[config.mk]
export PLATFORM = sky130hd
export DESIGN_NAME = tcp_segment_reassembly_tracker_top_flat
export DESIGN_NICKNAME = d
export VERILOG_FILES = /design/src/sv/tsrt_pkg.sv /design/src/sv/tsrt_if.sv /design/src/sv/tsrt_front.sv /design/src/sv/tsrt_back.sv /design/src/sv/tcp_segment_reassembly_tracker_top.sv /design/src/flat_wrapper.sv
export SDC_FILE = /design/constraint.sdc
export NUM_CORES = 2
export LEC_CHECK = 0
export BUFFER_PORTS_ARGS = -buffer_cell sky130_fd_sc_hd__clkbuf_2
export CORE_UTILIZATION = 35
export CTS_CLUSTER_DIAMETER = 150
export DETAILED_ROUTE_END_ITERATION = 6
export PLACE_DENSITY_LB_ADDON = 0.2
export SLEW_MARGIN = 20
export SYNTH_ARGS = -nofsm -noshare
export SYNTH_HDL_FRONTEND = slang
export SYNTH_HIERARCHICAL = 1
export SYNTH_SLANG_ARGS = --single-unit
[constraint.sdc]
create_clock -name clk -period 40.3 [get_ports clk]
set_clock_uncertainty 0.15 [all_clocks]
set_input_delay 10.075 -clock clk [delete_from_list [all_inputs] [get_ports clk]]
set_output_delay 10.075 -clock clk [all_outputs]
set_load 0.005 [all_outputs]
[src/sv/tsrt_pkg.sv]
// Shared types, constants and sequence-compare helpers for the TCP reassembly tracker.
`timescale 1ns / 1ps

package tsrt_pkg;

  localparam int MAX_PIECES_DEF = 16;

  localparam int SEQ_W = 32;
  localparam int LEN_W = 16;
  localparam int TIME_W = 32;
  localparam int CNTR_W = 32;
  localparam int TMO_W = 16;
  localparam int CAP_W = 21;
  localparam int QLIM_W = 5;
  localparam int DEPTH_W = 5;
  localparam int CFG_IDX_W = 2;
  localparam int CFG_DATA_W = 21;

  localparam logic [TMO_W-1:0] HOLE_TIMEOUT_RST = 16'd1000;
  localparam logic [CAP_W-1:0] STREAM_CAP_RST = 21'h100000;
  localparam logic [QLIM_W-1:0] QUEUE_LIMIT_RST = 5'd16;
  localparam logic [LEN_W-1:0] LEN_SAT = 16'hFFFF;

  typedef enum logic [CFG_IDX_W-1:0] {
    CFG_HOLE_TIMEOUT = 2'd0,
    CFG_STREAM_CAP = 2'd1,
    CFG_QUEUE_LIMIT = 2'd2
  } cfg_idx_t;

  typedef enum logic [1:0] {
    REC_DELIVER = 2'd0,
    REC_SKIP = 2'd1,
    REC_FINAL = 2'd2
  } rec_kind_t;

  typedef enum logic [1:0] {
    FLOW_NEW = 2'd0,
    FLOW_EST = 2'd1,
    FLOW_CLOSED = 2'd2
  } flow_t;

  typedef enum logic [2:0] {
    OUT_QUEUED = 3'd0,
    OUT_DUP = 3'd1,
    OUT_FULL = 3'd2,
    OUT_CLOSED = 3'd3,
    OUT_SYN = 3'd4,
    OUT_RST = 3'd5
  } outcome_t;

  typedef enum logic [1:0] {
    CMD_SYN,
    CMD_RST,
    CMD_DATA
  } cmd_kind_t;

  typedef enum logic [3:0] {
    B_IDLE,
    B_START,
    B_MRD,
    B_MEVAL,
    B_MCOPY,
    B_TAIL,
    B_DRD,
    B_DRAIN,
    B_FINAL
  } back_state_t;

  typedef struct packed {
    cmd_kind_t kind;
    logic [SEQ_W-1:0] seq;
    logic [LEN_W-1:0] len;
    logic fin;
    logic [TIME_W-1:0] now;
  } cmd_t;

  typedef struct packed {
    logic [SEQ_W-1:0] start;
    logic [LEN_W-1:0] len;
  } piece_t;

  typedef struct packed {
    rec_kind_t record_kind;
    logic [SEQ_W-1:0] range_start;
    logic [LEN_W-1:0] range_length;
    logic truncated;
    flow_t flow_state;
    logic [DEPTH_W-1:0] queue_depth;
    outcome_t outcome;
    logic [CNTR_W-1:0] retransmit_count;
    logic [CNTR_W-1:0] out_of_order_count;
    logic [CNTR_W-1:0] gap_flush_count;
    logic [CNTR_W-1:0] in_order_count;
    logic last_record;
  } rec_t;

  function automatic logic seq_lt(input logic [SEQ_W-1:0] a, input logic [SEQ_W-1:0] b);
    logic [SEQ_W-1:0] d;
    d = a - b;
    return d[SEQ_W-1];
  endfunction

  function automatic logic seq_le(input logic [SEQ_W-1:0] a, input logic [SEQ_W-1:0] b);
    return (a == b) || seq_lt(a, b);
  endfunction

endpackage

[src/sv/tsrt_if.sv]
// Channel interfaces for segment words, record words and configuration writes.
`timescale 1ns / 1ps

interface tsrt_seg_if;
  logic        valid;
  logic        ready;
  logic [31:0] seq_number;
  logic [15:0] payload_length;
  logic        syn_flag;
  logic        rst_flag;
  logic        fin_flag;
  logic [31:0] now_ms;

  modport source (output valid, seq_number, payload_length, syn_flag, rst_flag, fin_flag,
                  now_ms, input ready);
  modport sink (input valid, seq_number, payload_length, syn_flag, rst_flag, fin_flag,
                now_ms, output ready);
endinterface

interface tsrt_rec_if;
  logic        valid;
  logic        ready;
  logic [1:0]  record_kind;
  logic [31:0] range_start;
  logic [15:0] range_length;
  logic        truncated;
  logic [1:0]  flow_state;
  logic [4:0]  queue_depth;
  logic [2:0]  outcome;
  logic [31:0] retransmit_count;
  logic [31:0] out_of_order_count;
  logic [31:0] gap_flush_count;
  logic [31:0] in_order_count;
  logic        last_record;

  modport source (output valid, record_kind, range_start, range_length, truncated, flow_state,
                  queue_depth, outcome, retransmit_count, out_of_order_count,
                  gap_flush_count, in_order_count, last_record, input ready);
  modport sink (input valid, record_kind, range_start, range_length, truncated, flow_state,
                queue_depth, outcome, retransmit_count, out_of_order_count,
                gap_flush_count, in_order_count, last_record, output ready);
endinterface

interface tsrt_cfg_if;
  logic        valid;
  logic        ready;
  logic [1:0]  index;
  logic [20:0] data;

  modport source (output valid, index, data, input ready);
  modport sink (input valid, index, data, output ready);
endinterface

[src/sv/tsrt_front.sv]
// Front end: accepts segment words, classifies them and queues commands for the back end.
`timescale 1ns / 1ps

module tsrt_front
  import tsrt_pkg::*;
(
  input  logic        clk,
  input  logic        rst_n,
  tsrt_seg_if.sink    in_seg,
  output logic        cmd_valid,
  input  logic        cmd_ready,
  output cmd_t        cmd
);

  cmd_t       q_r [2];
  logic [1:0] fill_r;
  logic [1:0] fill_nxt;
  cmd_t       dec;
  logic       push;
  logic       pop;

  always_comb begin
    dec.seq = in_seg.seq_number;
    dec.len = in_seg.payload_length;
    dec.fin = in_seg.fin_flag;
    dec.now = in_seg.now_ms;
    if (in_seg.syn_flag) begin
      dec.kind = CMD_SYN;
    end else if (in_seg.rst_flag) begin
      dec.kind = CMD_RST;
    end else begin
      dec.kind = CMD_DATA;
    end
  end

  assign in_seg.ready = (fill_r != 2'd2);
  assign push = in_seg.valid && in_seg.ready;
  assign cmd_valid = (fill_r != 2'd0);
  assign pop = cmd_valid && cmd_ready;
  assign cmd = q_r[0];

  always_comb begin
    fill_nxt = fill_r;
    if (push && !pop) begin
      fill_nxt = fill_r + 2'd1;
    end else if (pop && !push) begin
      fill_nxt = fill_r - 2'd1;
    end
  end

  always_ff @(posedge clk) begin
    if (!rst_n) begin
      fill_r <= 2'd0;
    end else begin
      fill_r <= fill_nxt;
    end
  end

  always_ff @(posedge clk) begin
    if (pop) begin
      if (push && fill_r == 2'd1) begin
        q_r[0] <= dec;
      end else begin
        q_r[0] <= q_r[1];
      end
      if (push && fill_r == 2'd2) begin
        q_r[1] <= dec;
      end
    end else if (push) begin
      if (fill_r == 2'd0) begin
        q_r[0] <= dec;
      end else begin
        q_r[1] <= dec;
      end
    end
  end

endmodule

[src/sv/tsrt_back.sv]
// Back end: runs the piece-table merge, the drain walk and the record output register.
`timescale 1ns / 1ps

module tsrt_back
  import tsrt_pkg::*;
#(
  parameter int MAX_PIECES = MAX_PIECES_DEF
) (
  input  logic        clk,
  input  logic        rst_n,
  input  logic        cmd_valid,
  output logic        cmd_ready,
  input  cmd_t        cmd,
  tsrt_cfg_if.sink    cfg_wr,
  tsrt_rec_if.source  out_rec
);

  localparam int AW = (MAX_PIECES > 1) ? $clog2(MAX_PIECES) : 1;
  localparam int CW = $clog2(MAX_PIECES + 1);
  localparam int LW = (CW > QLIM_W) ? CW : QLIM_W;

  back_state_t state_r, state_nxt;
  cmd_t cmd_r, cmd_nxt;
  logic [SEQ_W-1:0] exp_r, exp_nxt;
  logic expv_r, expv_nxt;
  flow_t conn_r, conn_nxt;
  logic [CW-1:0] cnt_r, cnt_nxt;
  logic [CW-1:0] base_r, base_nxt;
  logic bank_r, bank_nxt;
  logic hole_r, hole_nxt;
  logic [TIME_W-1:0] since_r, since_nxt;
  logic [CAP_W-1:0] bd_r, bd_nxt;
  logic [CNTR_W-1:0] retx_r, retx_nxt, ooo_r, ooo_nxt, gap_r, gap_nxt, inord_r, inord_nxt;
  outcome_t outcome_r, outcome_nxt;
  logic [TMO_W-1:0] tmo_r, tmo_nxt;
  logic [CAP_W-1:0] cap_r, cap_nxt;
  logic [QLIM_W-1:0] qlim_r, qlim_nxt;
  logic [SEQ_W-1:0] cur_r, cur_nxt, end_r, end_nxt;
  logic done_r, done_nxt;
  logic [CW-1:0] idx_r, idx_nxt, wpos_r, wpos_nxt, ncnt_r, ncnt_nxt;
  logic out_valid_r, out_valid_nxt;
  rec_t out_rec_r, out_rec_nxt;

  piece_t m0 [MAX_PIECES];
  piece_t m1 [MAX_PIECES];
  piece_t rd0_r, rd1_r, rdata;
  logic rsel_r;
  logic we, wbank;
  logic [AW-1:0] waddr, raddr;
  piece_t wdata;
  logic [CW-1:0] raddr_full;

  logic free;
  logic [LW-1:0] lim;
  logic out_load;
  rec_kind_t em_kind;
  logic [SEQ_W-1:0] em_start;
  logic [LEN_W-1:0] em_len;
  logic em_trunc, em_last;

  logic [SEQ_W-1:0] seg_end, e_end, gap_end, gl, exp_eff, lead, skip, cur_gap;
  logic [CAP_W-1:0] room;
  logic [LEN_W-1:0] take;
  logic [TIME_W-1:0] waited;
  logic gap_hit;

  always_ff @(posedge clk) begin
    if (we && !wbank) begin
      m0[waddr] <= wdata;
    end
    rd0_r <= m0[raddr];
  end

  always_ff @(posedge clk) begin
    if (we && wbank) begin
      m1[waddr] <= wdata;
    end
    rd1_r <= m1[raddr];
    rsel_r <= bank_r;
  end

  assign rdata = rsel_r ? rd1_r : rd0_r;
  assign raddr_full = (state_r == B_MRD || state_r == B_MEVAL || state_r == B_MCOPY) ?
                      base_r + idx_r : base_r;
  assign raddr = raddr_full[AW-1:0];

  assign free = !out_valid_r || out_rec.ready;
  assign lim = (LW'(qlim_r) > LW'(MAX_PIECES)) ? LW'(MAX_PIECES) : LW'(qlim_r);
  assign cfg_wr.ready = 1'b1;

  assign seg_end = cmd_r.seq + SEQ_W'(cmd_r.len);
  assign e_end = rdata.start + SEQ_W'(rdata.len);
  assign gap_end = seq_lt(end_r, rdata.start) ? end_r : rdata.start;
  assign gl = gap_end - cur_r;
  assign gap_hit = !done_r && seq_lt(cur_r, rdata.start) && (gl != '0);
  assign cur_gap = cur_r + gl;
  assign exp_eff = expv_r ? exp_r : rdata.start;
  assign lead = rdata.start - exp_eff;
  assign skip = exp_eff - rdata.start;
  assign room = (bd_r >= cap_r) ? '0 : cap_r - bd_r;
  assign take = (CAP_W'(rdata.len) < room) ? rdata.len : room[LEN_W-1:0];
  assign waited = cmd_r.now - since_r;

  always_comb begin
    state_nxt = state_r;
    cmd_nxt = cmd_r;
    exp_nxt = exp_r;
    expv_nxt = expv_r;
    conn_nxt = conn_r;
    cnt_nxt = cnt_r;
    base_nxt = base_r;
    bank_nxt = bank_r;
    hole_nxt = hole_r;
    since_nxt = since_r;
    bd_nxt = bd_r;
    retx_nxt = retx_r;
    ooo_nxt = ooo_r;
    gap_nxt = gap_r;
    inord_nxt = inord_r;
    outcome_nxt = outcome_r;
    tmo_nxt = tmo_r;
    cap_nxt = cap_r;
    qlim_nxt = qlim_r;
    cur_nxt = cur_r;
    end_nxt = end_r;
    done_nxt = done_r;
    idx_nxt = idx_r;
    wpos_nxt = wpos_r;
    ncnt_nxt = ncnt_r;
    cmd_ready = 1'b0;
    we = 1'b0;
    wbank = !bank_r;
    waddr = wpos_r[AW-1:0];
    wdata = rdata;
    out_load = 1'b0;
    em_kind = REC_FINAL;
    em_start = exp_r;
    em_len = '0;
    em_trunc = 1'b0;
    em_last = 1'b0;

    if (cfg_wr.valid) begin
      case (cfg_wr.index)
        CFG_HOLE_TIMEOUT: tmo_nxt = cfg_wr.data[TMO_W-1:0];
        CFG_STREAM_CAP: cap_nxt = cfg_wr.data[CAP_W-1:0];
        CFG_QUEUE_LIMIT: qlim_nxt = cfg_wr.data[QLIM_W-1:0];
        default: ;
      endcase
    end

    unique case (state_r) inside
      B_IDLE: begin
        cmd_ready = 1'b1;
        if (cmd_valid) begin
          cmd_nxt = cmd;
          state_nxt = B_START;
        end
      end
      B_START: begin
        state_nxt = B_FINAL;
        unique case (cmd_r.kind)
          CMD_SYN: begin
            if (conn_r != FLOW_NEW || expv_r || bd_r != '0) begin
              cnt_nxt = '0;
              base_nxt = '0;
              bd_nxt = '0;
              retx_nxt = '0;
              ooo_nxt = '0;
              gap_nxt = '0;
              inord_nxt = '0;
            end
            exp_nxt = cmd_r.seq + 32'd1;
            expv_nxt = 1'b1;
            conn_nxt = FLOW_EST;
            hole_nxt = 1'b0;
            outcome_nxt = OUT_SYN;
          end
          CMD_RST: begin
            conn_nxt = FLOW_CLOSED;
            cnt_nxt = '0;
            base_nxt = '0;
            outcome_nxt = OUT_RST;
          end
          default: begin
            if (conn_r == FLOW_CLOSED) begin
              if (cmd_r.len != '0) begin
                retx_nxt = retx_r + 32'd1;
              end
              outcome_nxt = OUT_CLOSED;
            end else begin
              outcome_nxt = OUT_QUEUED;
              state_nxt = B_DRD;
              if (cmd_r.fin) begin
                conn_nxt = FLOW_CLOSED;
              end
              if (cmd_r.len != '0) begin
                if (expv_r && seq_le(seg_end, exp_r)) begin
                  retx_nxt = retx_r + 32'd1;
                  outcome_nxt = OUT_DUP;
                end else if (LW'(cnt_r) >= lim) begin
                  outcome_nxt = OUT_FULL;
                end else begin
                  cur_nxt = (expv_r && seq_lt(cmd_r.seq, exp_r)) ? exp_r : cmd_r.seq;
                  end_nxt = seg_end;
                  done_nxt = 1'b0;
                  idx_nxt = '0;
                  wpos_nxt = '0;
                  ncnt_nxt = cnt_r;
                  state_nxt = (cnt_r == '0) ? B_TAIL : B_MRD;
                end
                if (outcome_nxt != OUT_FULL && expv_r && cmd_r.seq != exp_r) begin
                  ooo_nxt = ooo_r + 32'd1;
                end
              end
            end
          end
        endcase
      end
      B_MRD: begin
        state_nxt = B_MEVAL;
      end
      B_MEVAL, B_MCOPY: begin
        if (state_r == B_MEVAL && gap_hit && LW'(ncnt_r) < lim) begin
          we = 1'b1;
          wdata.start = cur_r;
          wdata.len = gl[LEN_W-1:0];
          wpos_nxt = wpos_r + 1'b1;
          ncnt_nxt = ncnt_r + 1'b1;
          cur_nxt = cur_gap;
          if (!seq_lt(cur_gap, end_r)) begin
            done_nxt = 1'b1;
          end
          state_nxt = B_MCOPY;
        end else begin
          if (state_r == B_MEVAL && gap_hit) begin
            done_nxt = 1'b1;
          end else if (!done_r && seq_lt(cur_r, e_end)) begin
            cur_nxt = e_end;
            if (!seq_lt(e_end, end_r)) begin
              done_nxt = 1'b1;
            end
          end
          we = 1'b1;
          wpos_nxt = wpos_r + 1'b1;
          idx_nxt = idx_r + 1'b1;
          state_nxt = (idx_r + 1'b1 == cnt_r) ? B_TAIL : B_MRD;
        end
      end
      B_TAIL: begin
        cnt_nxt = ncnt_r;
        if (!done_r && seq_lt(cur_r, end_r) && LW'(ncnt_r) < lim) begin
          we = 1'b1;
          wdata.start = cur_r;
          wdata.len = LEN_W'(end_r - cur_r);
          cnt_nxt = ncnt_r + 1'b1;
        end
        bank_nxt = !bank_r;
        base_nxt = '0;
        state_nxt = B_DRD;
      end
      B_DRD: begin
        state_nxt = (cnt_r == '0) ? B_FINAL : B_DRAIN;
      end
      B_DRAIN: begin
        if (free) begin
          state_nxt = B_DRD;
          expv_nxt = 1'b1;
          exp_nxt = exp_eff;
          if (lead == '0) begin
            bd_nxt = bd_r + CAP_W'(take);
            exp_nxt = exp_eff + SEQ_W'(rdata.len);
            inord_nxt = inord_r + 32'd1;
            base_nxt = base_r + 1'b1;
            cnt_nxt = cnt_r - 1'b1;
            hole_nxt = 1'b0;
            out_load = 1'b1;
            em_kind = REC_DELIVER;
            em_start = rdata.start;
            em_len = take;
            em_trunc = (take < rdata.len);
          end else if (lead[SEQ_W-1]) begin
            if (skip >= SEQ_W'(rdata.len)) begin
              base_nxt = base_r + 1'b1;
              cnt_nxt = cnt_r - 1'b1;
            end else begin
              we = 1'b1;
              wbank = bank_r;
              waddr = base_r[AW-1:0];
              wdata.start = rdata.start + skip;
              wdata.len = rdata.len - skip[LEN_W-1:0];
            end
          end else if (!hole_r) begin
            hole_nxt = 1'b1;
            since_nxt = cmd_r.now;
            state_nxt = B_FINAL;
          end else if (waited >= TIME_W'(tmo_r)) begin
            exp_nxt = rdata.start;
            gap_nxt = gap_r + 32'd1;
            hole_nxt = 1'b0;
            out_load = 1'b1;
            em_kind = REC_SKIP;
            em_start = exp_eff;
            em_len = (lead[SEQ_W-1:LEN_W] != '0) ? LEN_SAT : lead[LEN_W-1:0];
          end else begin
            state_nxt = B_FINAL;
          end
        end
      end
      B_FINAL: begin
        if (free) begin
          out_load = 1'b1;
          em_kind = REC_FINAL;
          em_start = exp_r;
          em_last = 1'b1;
          state_nxt = B_IDLE;
        end
      end
      default: state_nxt = B_IDLE;
    endcase

    out_rec_nxt = out_rec_r;
    out_valid_nxt = out_valid_r && !out_rec.ready;
    if (out_load) begin
      out_valid_nxt = 1'b1;
      out_rec_nxt.record_kind = em_kind;
      out_rec_nxt.range_start = em_start;
      out_rec_nxt.range_length = em_len;
      out_rec_nxt.truncated = em_trunc;
      out_rec_nxt.flow_state = conn_nxt;
      out_rec_nxt.queue_depth = DEPTH_W'(cnt_nxt);
      out_rec_nxt.outcome = outcome_nxt;
      out_rec_nxt.retransmit_count = retx_nxt;
      out_rec_nxt.out_of_order_count = ooo_nxt;
      out_rec_nxt.gap_flush_count = gap_nxt;
      out_rec_nxt.in_order_count = inord_nxt;
      out_rec_nxt.last_record = em_last;
    end
  end

  always_ff @(posedge clk) begin
    if (!rst_n) begin
      state_r <= B_IDLE;
      exp_r <= '0;
      expv_r <= 1'b0;
      conn_r <= FLOW_NEW;
      cnt_r <= '0;
      base_r <= '0;
      bank_r <= 1'b0;
      hole_r <= 1'b0;
      since_r <= '0;
      bd_r <= '0;
      retx_r <= '0;
      ooo_r <= '0;
      gap_r <= '0;
      inord_r <= '0;
      outcome_r <= OUT_QUEUED;
      tmo_r <= HOLE_TIMEOUT_RST;
      cap_r <= STREAM_CAP_RST;
      qlim_r <= QUEUE_LIMIT_RST;
      done_r <= 1'b0;
      idx_r <= '0;
      wpos_r <= '0;
      ncnt_r <= '0;
      out_valid_r <= 1'b0;
    end else begin
      state_r <= state_nxt;
      exp_r <= exp_nxt;
      expv_r <= expv_nxt;
      conn_r <= conn_nxt;
      cnt_r <= cnt_nxt;
      base_r <= base_nxt;
      bank_r <= bank_nxt;
      hole_r <= hole_nxt;
      since_r <= since_nxt;
      bd_r <= bd_nxt;
      retx_r <= retx_nxt;
      ooo_r <= ooo_nxt;
      gap_r <= gap_nxt;
      inord_r <= inord_nxt;
      outcome_r <= outcome_nxt;
      tmo_r <= tmo_nxt;
      cap_r <= cap_nxt;
      qlim_r <= qlim_nxt;
      done_r <= done_nxt;
      idx_r <= idx_nxt;
      wpos_r <= wpos_nxt;
      ncnt_r <= ncnt_nxt;
      out_valid_r <= out_valid_nxt;
    end
  end

  always_ff @(posedge clk) begin
    cmd_r <= cmd_nxt;
    cur_r <= cur_nxt;
    end_r <= end_nxt;
    out_rec_r <= out_rec_nxt;
  end

  assign out_rec.valid = out_valid_r;
  assign out_rec.record_kind = out_rec_r.record_kind;
  assign out_rec.range_start = out_rec_r.range_start;
  assign out_rec.range_length = out_rec_r.range_length;
  assign out_rec.truncated = out_rec_r.truncated;
  assign out_rec.flow_state = out_rec_r.flow_state;
  assign out_rec.queue_depth = out_rec_r.queue_depth;
  assign out_rec.outcome = out_rec_r.outcome;
  assign out_rec.retransmit_count = out_rec_r.retransmit_count;
  assign out_rec.out_of_order_count = out_rec_r.out_of_order_count;
  assign out_rec.gap_flush_count = out_rec_r.gap_flush_count;
  assign out_rec.in_order_count = out_rec_r.in_order_count;
  assign out_rec.last_record = out_rec_r.last_record;

  a_cnt_bound: assert property (@(posedge clk) disable iff (!rst_n)
    cnt_r <= CW'(MAX_PIECES))
    else $error("Piece count exceeds the table depth.");

  a_window_bound: assert property (@(posedge clk) disable iff (!rst_n)
    ({1'b0, base_r} + {1'b0, cnt_r}) <= (CW + 1)'(MAX_PIECES))
    else $error("Live table window runs past the end of the bank.");

  a_last_is_final: assert property (@(posedge clk) disable iff (!rst_n)
    out_valid_r && out_rec_r.last_record |-> out_rec_r.record_kind == REC_FINAL)
    else $error("Last word of an event is not a status record.");

  a_hole_anchor: assert property (@(posedge clk) disable iff (!rst_n)
    hole_r |-> expv_r)
    else $error("A gap is pending without an anchored next sequence.");

  a_final_done: assert property (@(posedge clk) disable iff (!rst_n)
    state_r == B_FINAL && free |=> state_r == B_IDLE)
    else $error("Status record sent but the event did not finish.");

endmodule

[src/sv/tcp_segment_reassembly_tracker_top.sv]
// Top level of the one-direction TCP segment reassembly tracker.
`timescale 1ns / 1ps

// Usage:
//   in_seg takes one segment word (sequence, payload length, SYN/RST/FIN, time in ms).
//   out_rec returns, for each segment, zero or more delivered-range and skipped-gap
//   words followed by exactly one status word with last_record set.
//   cfg_wr writes hole_timeout_ms (index 0), stream_cap_bytes (1) and queue_limit (2);
//   write it only while no segment is in flight.
// Queueing and throughput:
//   A two-word command queue decouples acceptance from execution, so in_seg keeps
//   taking words while the back end works or out_rec stalls, until the queue is full.
//   The back end handles one segment at a time. A SYN, RST or closed-context segment
//   needs the least work; a data segment adds a merge pass through the piece memory
//   that reads each held piece, plus a step per drained, skipped or trimmed head
//   piece. The work grows with the number of pieces held, set by the single read
//   port of the piece memory, which returns one entry per access.
// Reset:
//   rst_n clears the context, counters and queue; registers return to 1000 ms,
//   1048576 bytes and 16 pieces. No memory clearing pass is needed.
// Stall:
//   While out_rec is not ready the back end holds its word and waits to load another.

module tcp_segment_reassembly_tracker_top
  import tsrt_pkg::*;
#(
  parameter int MAX_PIECES = MAX_PIECES_DEF
) (
  input  logic        clk,
  input  logic        rst_n,
  tsrt_seg_if.sink    in_seg,
  tsrt_rec_if.source  out_rec,
  tsrt_cfg_if.sink    cfg_wr
);

  logic cmd_valid;
  logic cmd_ready;
  cmd_t cmd;

  tsrt_front u_front (
    .clk       (clk),
    .rst_n     (rst_n),
    .in_seg    (in_seg),
    .cmd_valid (cmd_valid),
    .cmd_ready (cmd_ready),
    .cmd       (cmd)
  );

  tsrt_back #(
    .MAX_PIECES (MAX_PIECES)
  ) u_back (
    .clk       (clk),
    .rst_n     (rst_n),
    .cmd_valid (cmd_valid),
    .cmd_ready (cmd_ready),
    .cmd       (cmd),
    .cfg_wr    (cfg_wr),
    .out_rec   (out_rec)
  );

endmodule
[src/flat_wrapper.sv]
// flat-port wrapper written by rule: the top's interface ports become plain ports
module tcp_segment_reassembly_tracker_top_flat import tsrt_pkg::*;
#(
  parameter int MAX_PIECES = MAX_PIECES_DEF
)
  (clk, rst_n, in_seg_valid, in_seg_seq_number, in_seg_payload_length, in_seg_syn_flag, in_seg_rst_flag, in_seg_fin_flag, in_seg_now_ms, in_seg_ready, out_rec_valid, out_rec_record_kind, out_rec_range_start, out_rec_range_length, out_rec_truncated, out_rec_flow_state, out_rec_queue_depth, out_rec_outcome, out_rec_retransmit_count, out_rec_out_of_order_count, out_rec_gap_flush_count, out_rec_in_order_count, out_rec_last_record, out_rec_ready, cfg_wr_valid, cfg_wr_index, cfg_wr_data, cfg_wr_ready);
  tsrt_seg_if in_seg_i ();
  tsrt_rec_if out_rec_i ();
  tsrt_cfg_if cfg_wr_i ();
  input  logic clk;
  input  logic rst_n;
  input wire logic [$bits(in_seg_i.valid)-1:0] in_seg_valid;
  input wire logic [$bits(in_seg_i.seq_number)-1:0] in_seg_seq_number;
  input wire logic [$bits(in_seg_i.payload_length)-1:0] in_seg_payload_length;
  input wire logic [$bits(in_seg_i.syn_flag)-1:0] in_seg_syn_flag;
  input wire logic [$bits(in_seg_i.rst_flag)-1:0] in_seg_rst_flag;
  input wire logic [$bits(in_seg_i.fin_flag)-1:0] in_seg_fin_flag;
  input wire logic [$bits(in_seg_i.now_ms)-1:0] in_seg_now_ms;
  output wire logic [$bits(in_seg_i.ready)-1:0] in_seg_ready;
  output wire logic [$bits(out_rec_i.valid)-1:0] out_rec_valid;
  output wire logic [$bits(out_rec_i.record_kind)-1:0] out_rec_record_kind;
  output wire logic [$bits(out_rec_i.range_start)-1:0] out_rec_range_start;
  output wire logic [$bits(out_rec_i.range_length)-1:0] out_rec_range_length;
  output wire logic [$bits(out_rec_i.truncated)-1:0] out_rec_truncated;
  output wire logic [$bits(out_rec_i.flow_state)-1:0] out_rec_flow_state;
  output wire logic [$bits(out_rec_i.queue_depth)-1:0] out_rec_queue_depth;
  output wire logic [$bits(out_rec_i.outcome)-1:0] out_rec_outcome;
  output wire logic [$bits(out_rec_i.retransmit_count)-1:0] out_rec_retransmit_count;
  output wire logic [$bits(out_rec_i.out_of_order_count)-1:0] out_rec_out_of_order_count;
  output wire logic [$bits(out_rec_i.gap_flush_count)-1:0] out_rec_gap_flush_count;
  output wire logic [$bits(out_rec_i.in_order_count)-1:0] out_rec_in_order_count;
  output wire logic [$bits(out_rec_i.last_record)-1:0] out_rec_last_record;
  input wire logic [$bits(out_rec_i.ready)-1:0] out_rec_ready;
  input wire logic [$bits(cfg_wr_i.valid)-1:0] cfg_wr_valid;
  input wire logic [$bits(cfg_wr_i.index)-1:0] cfg_wr_index;
  input wire logic [$bits(cfg_wr_i.data)-1:0] cfg_wr_data;
  output wire logic [$bits(cfg_wr_i.ready)-1:0] cfg_wr_ready;
  assign in_seg_i.valid = in_seg_valid;
  assign in_seg_i.seq_number = in_seg_seq_number;
  assign in_seg_i.payload_length = in_seg_payload_length;
  assign in_seg_i.syn_flag = in_seg_syn_flag;
  assign in_seg_i.rst_flag = in_seg_rst_flag;
  assign in_seg_i.fin_flag = in_seg_fin_flag;
  assign in_seg_i.now_ms = in_seg_now_ms;
  assign in_seg_ready = in_seg_i.ready;
  assign out_rec_valid = out_rec_i.valid;
  assign out_rec_record_kind = out_rec_i.record_kind;
  assign out_rec_range_start = out_rec_i.range_start;
  assign out_rec_range_length = out_rec_i.range_length;
  assign out_rec_truncated = out_rec_i.truncated;
  assign out_rec_flow_state = out_rec_i.flow_state;
  assign out_rec_queue_depth = out_rec_i.queue_depth;
  assign out_rec_outcome = out_rec_i.outcome;
  assign out_rec_retransmit_count = out_rec_i.retransmit_count;
  assign out_rec_out_of_order_count = out_rec_i.out_of_order_count;
  assign out_rec_gap_flush_count = out_rec_i.gap_flush_count;
  assign out_rec_in_order_count = out_rec_i.in_order_count;
  assign out_rec_last_record = out_rec_i.last_record;
  assign out_rec_i.ready = out_rec_ready;
  assign cfg_wr_i.valid = cfg_wr_valid;
  assign cfg_wr_i.index = cfg_wr_index;
  assign cfg_wr_i.data = cfg_wr_data;
  assign cfg_wr_ready = cfg_wr_i.ready;
  tcp_segment_reassembly_tracker_top #(.MAX_PIECES(MAX_PIECES)) u_core (.clk(clk), .rst_n(rst_n), .in_seg(in_seg_i), .out_rec(out_rec_i), .cfg_wr(cfg_wr_i));
endmodule
==> summary by stage <==
Detailed routing
After detailed routing, the average wire length per cell comes to 27.53 microns. The number of vias after detailed routing is 93,870. The final wirelength is 452,300 microns. The remaining routing DRC violations is 0. The final antenna-violating net count is 0. After the first detailed-routing iteration, the DRC count stood at 9,371. The highest metal layer carrying signal wires in the routed design is met5. Summed over all nets, wire length on met2 after detailed routing comes to 205,500 microns. The iteration count of the initial detailed-routing pass is 6. The routed length on met3 is 30,130 microns. Using the TritonRoute via totals, the vias-per-cell ratio works out to 5.714.

The met1 wire length is 194,200 microns.

Setup path
The beginning of the worst register-to-register path is u_core/u_back/rsel_r. The cell with the most instances on the worst path is sky130_fd_sc_hd__buf_4. The type of the worst setup path is in2reg.

The startpoint type of the worst setup path is a primary input. In this run the worst path has a maximum fanout of 43. The endpoint of the lowest-slack register-to-register path is u_core/u_back/done_r. The nature of the critical path endpoint is a flip-flop. The critical path arrival is 13.87 ns. The path length in cells of the critical path is 11. The slowest stage of the critical path is the sky130_fd_sc_hd__nor2_4 cell. For this run, the slowest stage of the critical path takes 0.95 ns. The critical path goes through clkbuf_2 -> nand2b_1 -> buf_4 -> nand2_1 -> buf_4 -> or2_2 -> buf_4 -> nor3_1 -> o22ai_1 -> nor2_4 -> buf_4. The end point of the critical path is u_core/u_back/m1[14][24]. The count of cells along the worst register-to-register path is 40.

The worst-case register-to-register setup slack is 28.21 ns. The launching element of the worst setup path is out_rec_ready. The count of buffering cells on the critical path with inverters included is 5. Broken down by cell family, the worst path's largest delay share belongs to simple AND/OR/NAND/NOR gates. Data on the critical path is required at its endpoint by 40.68 ns.

Timing
At the pin with the least slew margin, the transition time is 1.130 ns. Dividing the final minimum period by the clock period gives 0.3347. Setup violations remaining at the end of the flow were counted as 0. The smallest clock period supported by the final layout is computed as 13.49 ns. Setup repair after global routing left no endpoint under its margin.

The final hold violation count came to 0. The total negative slack for setup checks is 0 ns. The final number of max-transition violations is 0. For this run, the top clock speed supported by timing is 74.15 MHz. On the final layout, the worst hold slack is 0.2642 ns.

The worst pin sits at a relative slew slack of 0.2443.

Power
The worst-case IR drop observed on VDD is 45.86 uV. The switching share of total power is 0.3989. For this design the static power due to leakage is 0.05145 uW. For this design the total switching power over the nets is 3985 uW. The internal power of the cells totals 6006 uW. Of the total power, registers draw 0.327.

Of the total power, combinational logic draws 0.412. Of the total power, the clock network draws 0.262. After layout, the design draws a total of 9991 uW. The power density over the cells is 71.55 nW/um^2.

Clock tree
Clock tree synthesis selected as its root buffer the cell sky130_fd_sc_hd__clkbuf_16. The worst-case clock buffer depth is 4. Clock-pin slew was measured on the worst setup and hold paths at 0.06 ns. TritonCTS created 284 clock buffers. The number of hold buffers added after CTS was 0. The later pin in the worst-skew pair is clocked with a latency of 0.94 ns. CTS built an H-tree with a depth of 5. The CTS tree is built.

Post-CTS timing repair inserted 0 buffers for setup. Clock tree synthesis found a total of 2,430 sinks. The count of cells resized by post-cts repair is 0.

Yosys
The count of distinct cell types in the synthesized netlist is 103. The share of async-settable or async-resettable flops after synthesis is 0. The mapped netlist covers 123,200 sq um. The area share of the leading cell type in the synthesized netlist is 0.4970. The top cell type by total area after synthesis is sky130_fd_sc_hd__edfxtp_1. The total of flip-flops plus latches after synthesis is 2,430.

Yosys printed 6 warnings. Yosys instantiated no cell more often than sky130_fd_sc_hd__nand2_1. The most used flip-flop cell after synthesis is sky130_fd_sc_hd__edfxtp_1.

The commonest cells after synthesis are 2,123 x sky130_fd_sc_hd__nand2_1, 2,039 x sky130_fd_sc_hd__edfxtp_1, 672 x sky130_fd_sc_hd__a21oi_1. The synthesized instance count is 11,430. In this run, synthesis inferred 2,039 flip-flops with an integrated enable. The net count after synthesis is 12,190. The mean instance size in the synthesized netlist is 10.78 sq um. For this run, the register share of the synthesized area comes to 0.5606. Ranked by total cell area, the synthesized netlist is headed by sky130_fd_sc_hd__edfxtp_1 50%, sky130_fd_sc_hd__nand2_1 6.5%, sky130_fd_sc_hd__ha_1 6.4%, sky130_fd_sc_hd__dfxtp_1 6.4%, sky130_fd_sc_hd__a21oi_1 2.7%.

Floorplan
The starting density of the core is 0.3523. The height of the die is 595.3 microns. The floorplan step defined a die boundary enclosing 354,400 sq um. The cell row count is 217. Measured along the x axis, the die boundary spans 595.3 microns. During I/O placement, the number of pins put on the boundary was 304.

The core region is 349,700 sq um.

Global route
Entering global routing, the biggest net connects 171 pins. For this run the aggregate overflow at the end of global routing stands at 0. The number of global-route vias before repair is 89,440. The first global-routing pass estimated 644,700 microns of wire.

For this run, the total global-route usage over all layers was measured as 0.2470. The number of antenna violations at the first check in global routing came to 16.

Placement
The congestion estimate from routability-driven global placement came to 0.9782. Once placement completed, the tool counted placed cells totaling 15,900. The placed wire-length estimate after detailed placement is 304,900 microns. In this run the tool buffered the top-level ports with 302 buffer cells.

Layout
The multi-input combinational cells in the finished layout cover a total of 50,260 sq um. Relative to the synthesized area, the layout overhead comes to 13.34%. The sequential cells in the finished layout cover a total of 69,060 sq um.

In the final layout, the share of cells above drive strength 1 is 0.1043. The count of non-filler cells in the finished layout is 16,430. The filler cells instantiated in the layout total 33,500. The net count of the finished layout is 12,340.

Outcome
The flow ran to the end, and the final reports show no timing, DRC or antenna violations.

Min path
The worst hold path belongs to the class reg2reg.

Job
The number of maximum-capacitance violations is 0.
sequential cells by signal, summed over array words and instances, names as in the netlist, 48 cells and up:
signal	count
u_core/u_back/rd1_r	48
u_core/u_back/rd0_r	48
u_core/u_back/m0	768
u_core/u_back/cmd_r	83
u_core/u_front/q_r	166
u_core/u_back/m1	768
metal layers:
| layer | GRT usage | vias up |
|---|---|---|
| met4 | 0.1076 | 6 |
| met1 | 0.3350 | 46850 |
| li1 | - | 42620 |
| met5 | 0 | - |
| met2 | 0.3942 | 3622 |
| met3 | 0.03397 | 781 |
worst register-to-register path: cells and delay by family (launching register included):
family	cells	cell delay (ns)
compound gates	20	5.29
fa+ha+maj	5	1.89
buf+inv	4	1.54
simple gates	6	1.44
xor+xnor	4	0.66
flops	1	0.58
mux	1	0.43
cell families after synthesis:
family,after synthesis,share of synthesized area
multiplexers,229,0.02176
other,1,0.00003044
AND/OR/NAND/NOR,4195,0.1551
AO/OA/AOI/OAI,2495,0.1347
buffers and inverters,1102,0.03760
flip-flops,2430,0.5606
XOR/XNOR,333,0.02390
adder cells (fa/ha/maj),645,0.06636
layout make-up:
cell class,count,area share
Timing Repair Buffer,554,0.02541
Sequential cell,2430,0.4946
Multi-Input combinational cell,7898,0.3600
Antenna cell,6,0.0001075
Tap cell,4599,0.04121
Inverter,420,0.01131
Clock buffer,377,0.05498
Clock inverter,145,0.01241
how the worst min path moves through the flow:
stage                                          from                 endpoint  depth (start not counted)
after floorplan                u_core/u_back/bank_r     u_core/u_back/rsel_r                          0
after global placement    u_core/u_front/q_r[0][20]  u_core/u_back/cmd_r[20]                          0
after detailed placement  u_core/u_front/q_r[0][30]  u_core/u_back/cmd_r[30]                          0
after CTS                 u_core/u_front/q_r[0][33]  u_core/u_back/cmd_r[33]                          0
after global routing      u_core/u_front/q_r[0][44]  u_core/u_back/cmd_r[44]                          0
final                     u_core/u_front/q_r[0][44]  u_core/u_back/cmd_r[44]                          0
stage by stage:
step	worst slack, ns	cell area (sq um)	utilization
3_5_place_dp	25.94	130200	0.3722
6_report	26.81	139600	0.3993
4_1_cts	26.91	139600	0.3991
2_1_floorplan	20.29	123200	-
5_1_grt	26.67	139600	0.3992
3_3_place_gp	25.89	130000	0.3717
placed cells by master, fill, tap and decap left out, types with 28 or more instances in the layout:
cell,netlist,layout
sky130_fd_sc_hd__o21ai_0,414,405
sky130_fd_sc_hd__nand2b_1,66,66
sky130_fd_sc_hd__inv_1,414,413
sky130_fd_sc_hd__a211oi_1,58,58
sky130_fd_sc_hd__nor2b_1,73,71
sky130_fd_sc_hd__o21bai_1,56,55
sky130_fd_sc_hd__nand4_1,109,109
sky130_fd_sc_hd__xor2_1,109,108
sky130_fd_sc_hd__nor2_4,0,31
sky130_fd_sc_hd__a21oi_1,672,669
sky130_fd_sc_hd__a311oi_1,295,295
sky130_fd_sc_hd__mux2_4,70,70
sky130_fd_sc_hd__nor2_1,472,438
sky130_fd_sc_hd__o211ai_1,75,75
sky130_fd_sc_hd__mux2i_1,138,130
sky130_fd_sc_hd__a21o_1,173,171
sky130_fd_sc_hd__and3_1,288,287
sky130_fd_sc_hd__clkinv_1,6,44
sky130_fd_sc_hd__clkbuf_2,0,301
sky130_fd_sc_hd__edfxtp_1,2039,2039
sky130_fd_sc_hd__a221oi_1,28,28
sky130_fd_sc_hd__nor3_1,139,132
sky130_fd_sc_hd__a31oi_1,217,217
sky130_fd_sc_hd__dfxtp_1,391,390
sky130_fd_sc_hd__a41oi_1,40,39
sky130_fd_sc_hd__nor4_1,43,42
sky130_fd_sc_hd__clkinv_2,0,42
sky130_fd_sc_hd__nand2_1,2123,2122
sky130_fd_sc_hd__o221ai_1,60,46
sky130_fd_sc_hd__nand3_1,589,588
sky130_fd_sc_hd__ha_1,631,631
sky130_fd_sc_hd__xnor2_1,222,221
sky130_fd_sc_hd__and2_1,118,118
sky130_fd_sc_hd__or3_1,47,47
sky130_fd_sc_hd__bufinv_16,0,28
sky130_fd_sc_hd__o21a_1,74,74
sky130_fd_sc_hd__buf_4,85,238
sky130_fd_sc_hd__clkbuf_1,525,72
sky130_fd_sc_hd__clkbuf_16,0,285
sky130_fd_sc_hd__o31ai_1,67,67
power by group through the flow:
stage | combinational [uW] | clock, uW | sequential, uW
6_report | 4120 | 2610 | 3260
3_5_place_dp | 4020 | 0 | 3310
5_1_grt | 4410 | 2750 | 3280
2_1_floorplan | 2660 | 0 | 3220
4_1_cts | 4050 | 2660 | 3260
3_3_place_gp | 3960 | 0 | 3320
No activity file was read; power rests on OpenSTA's default activity.
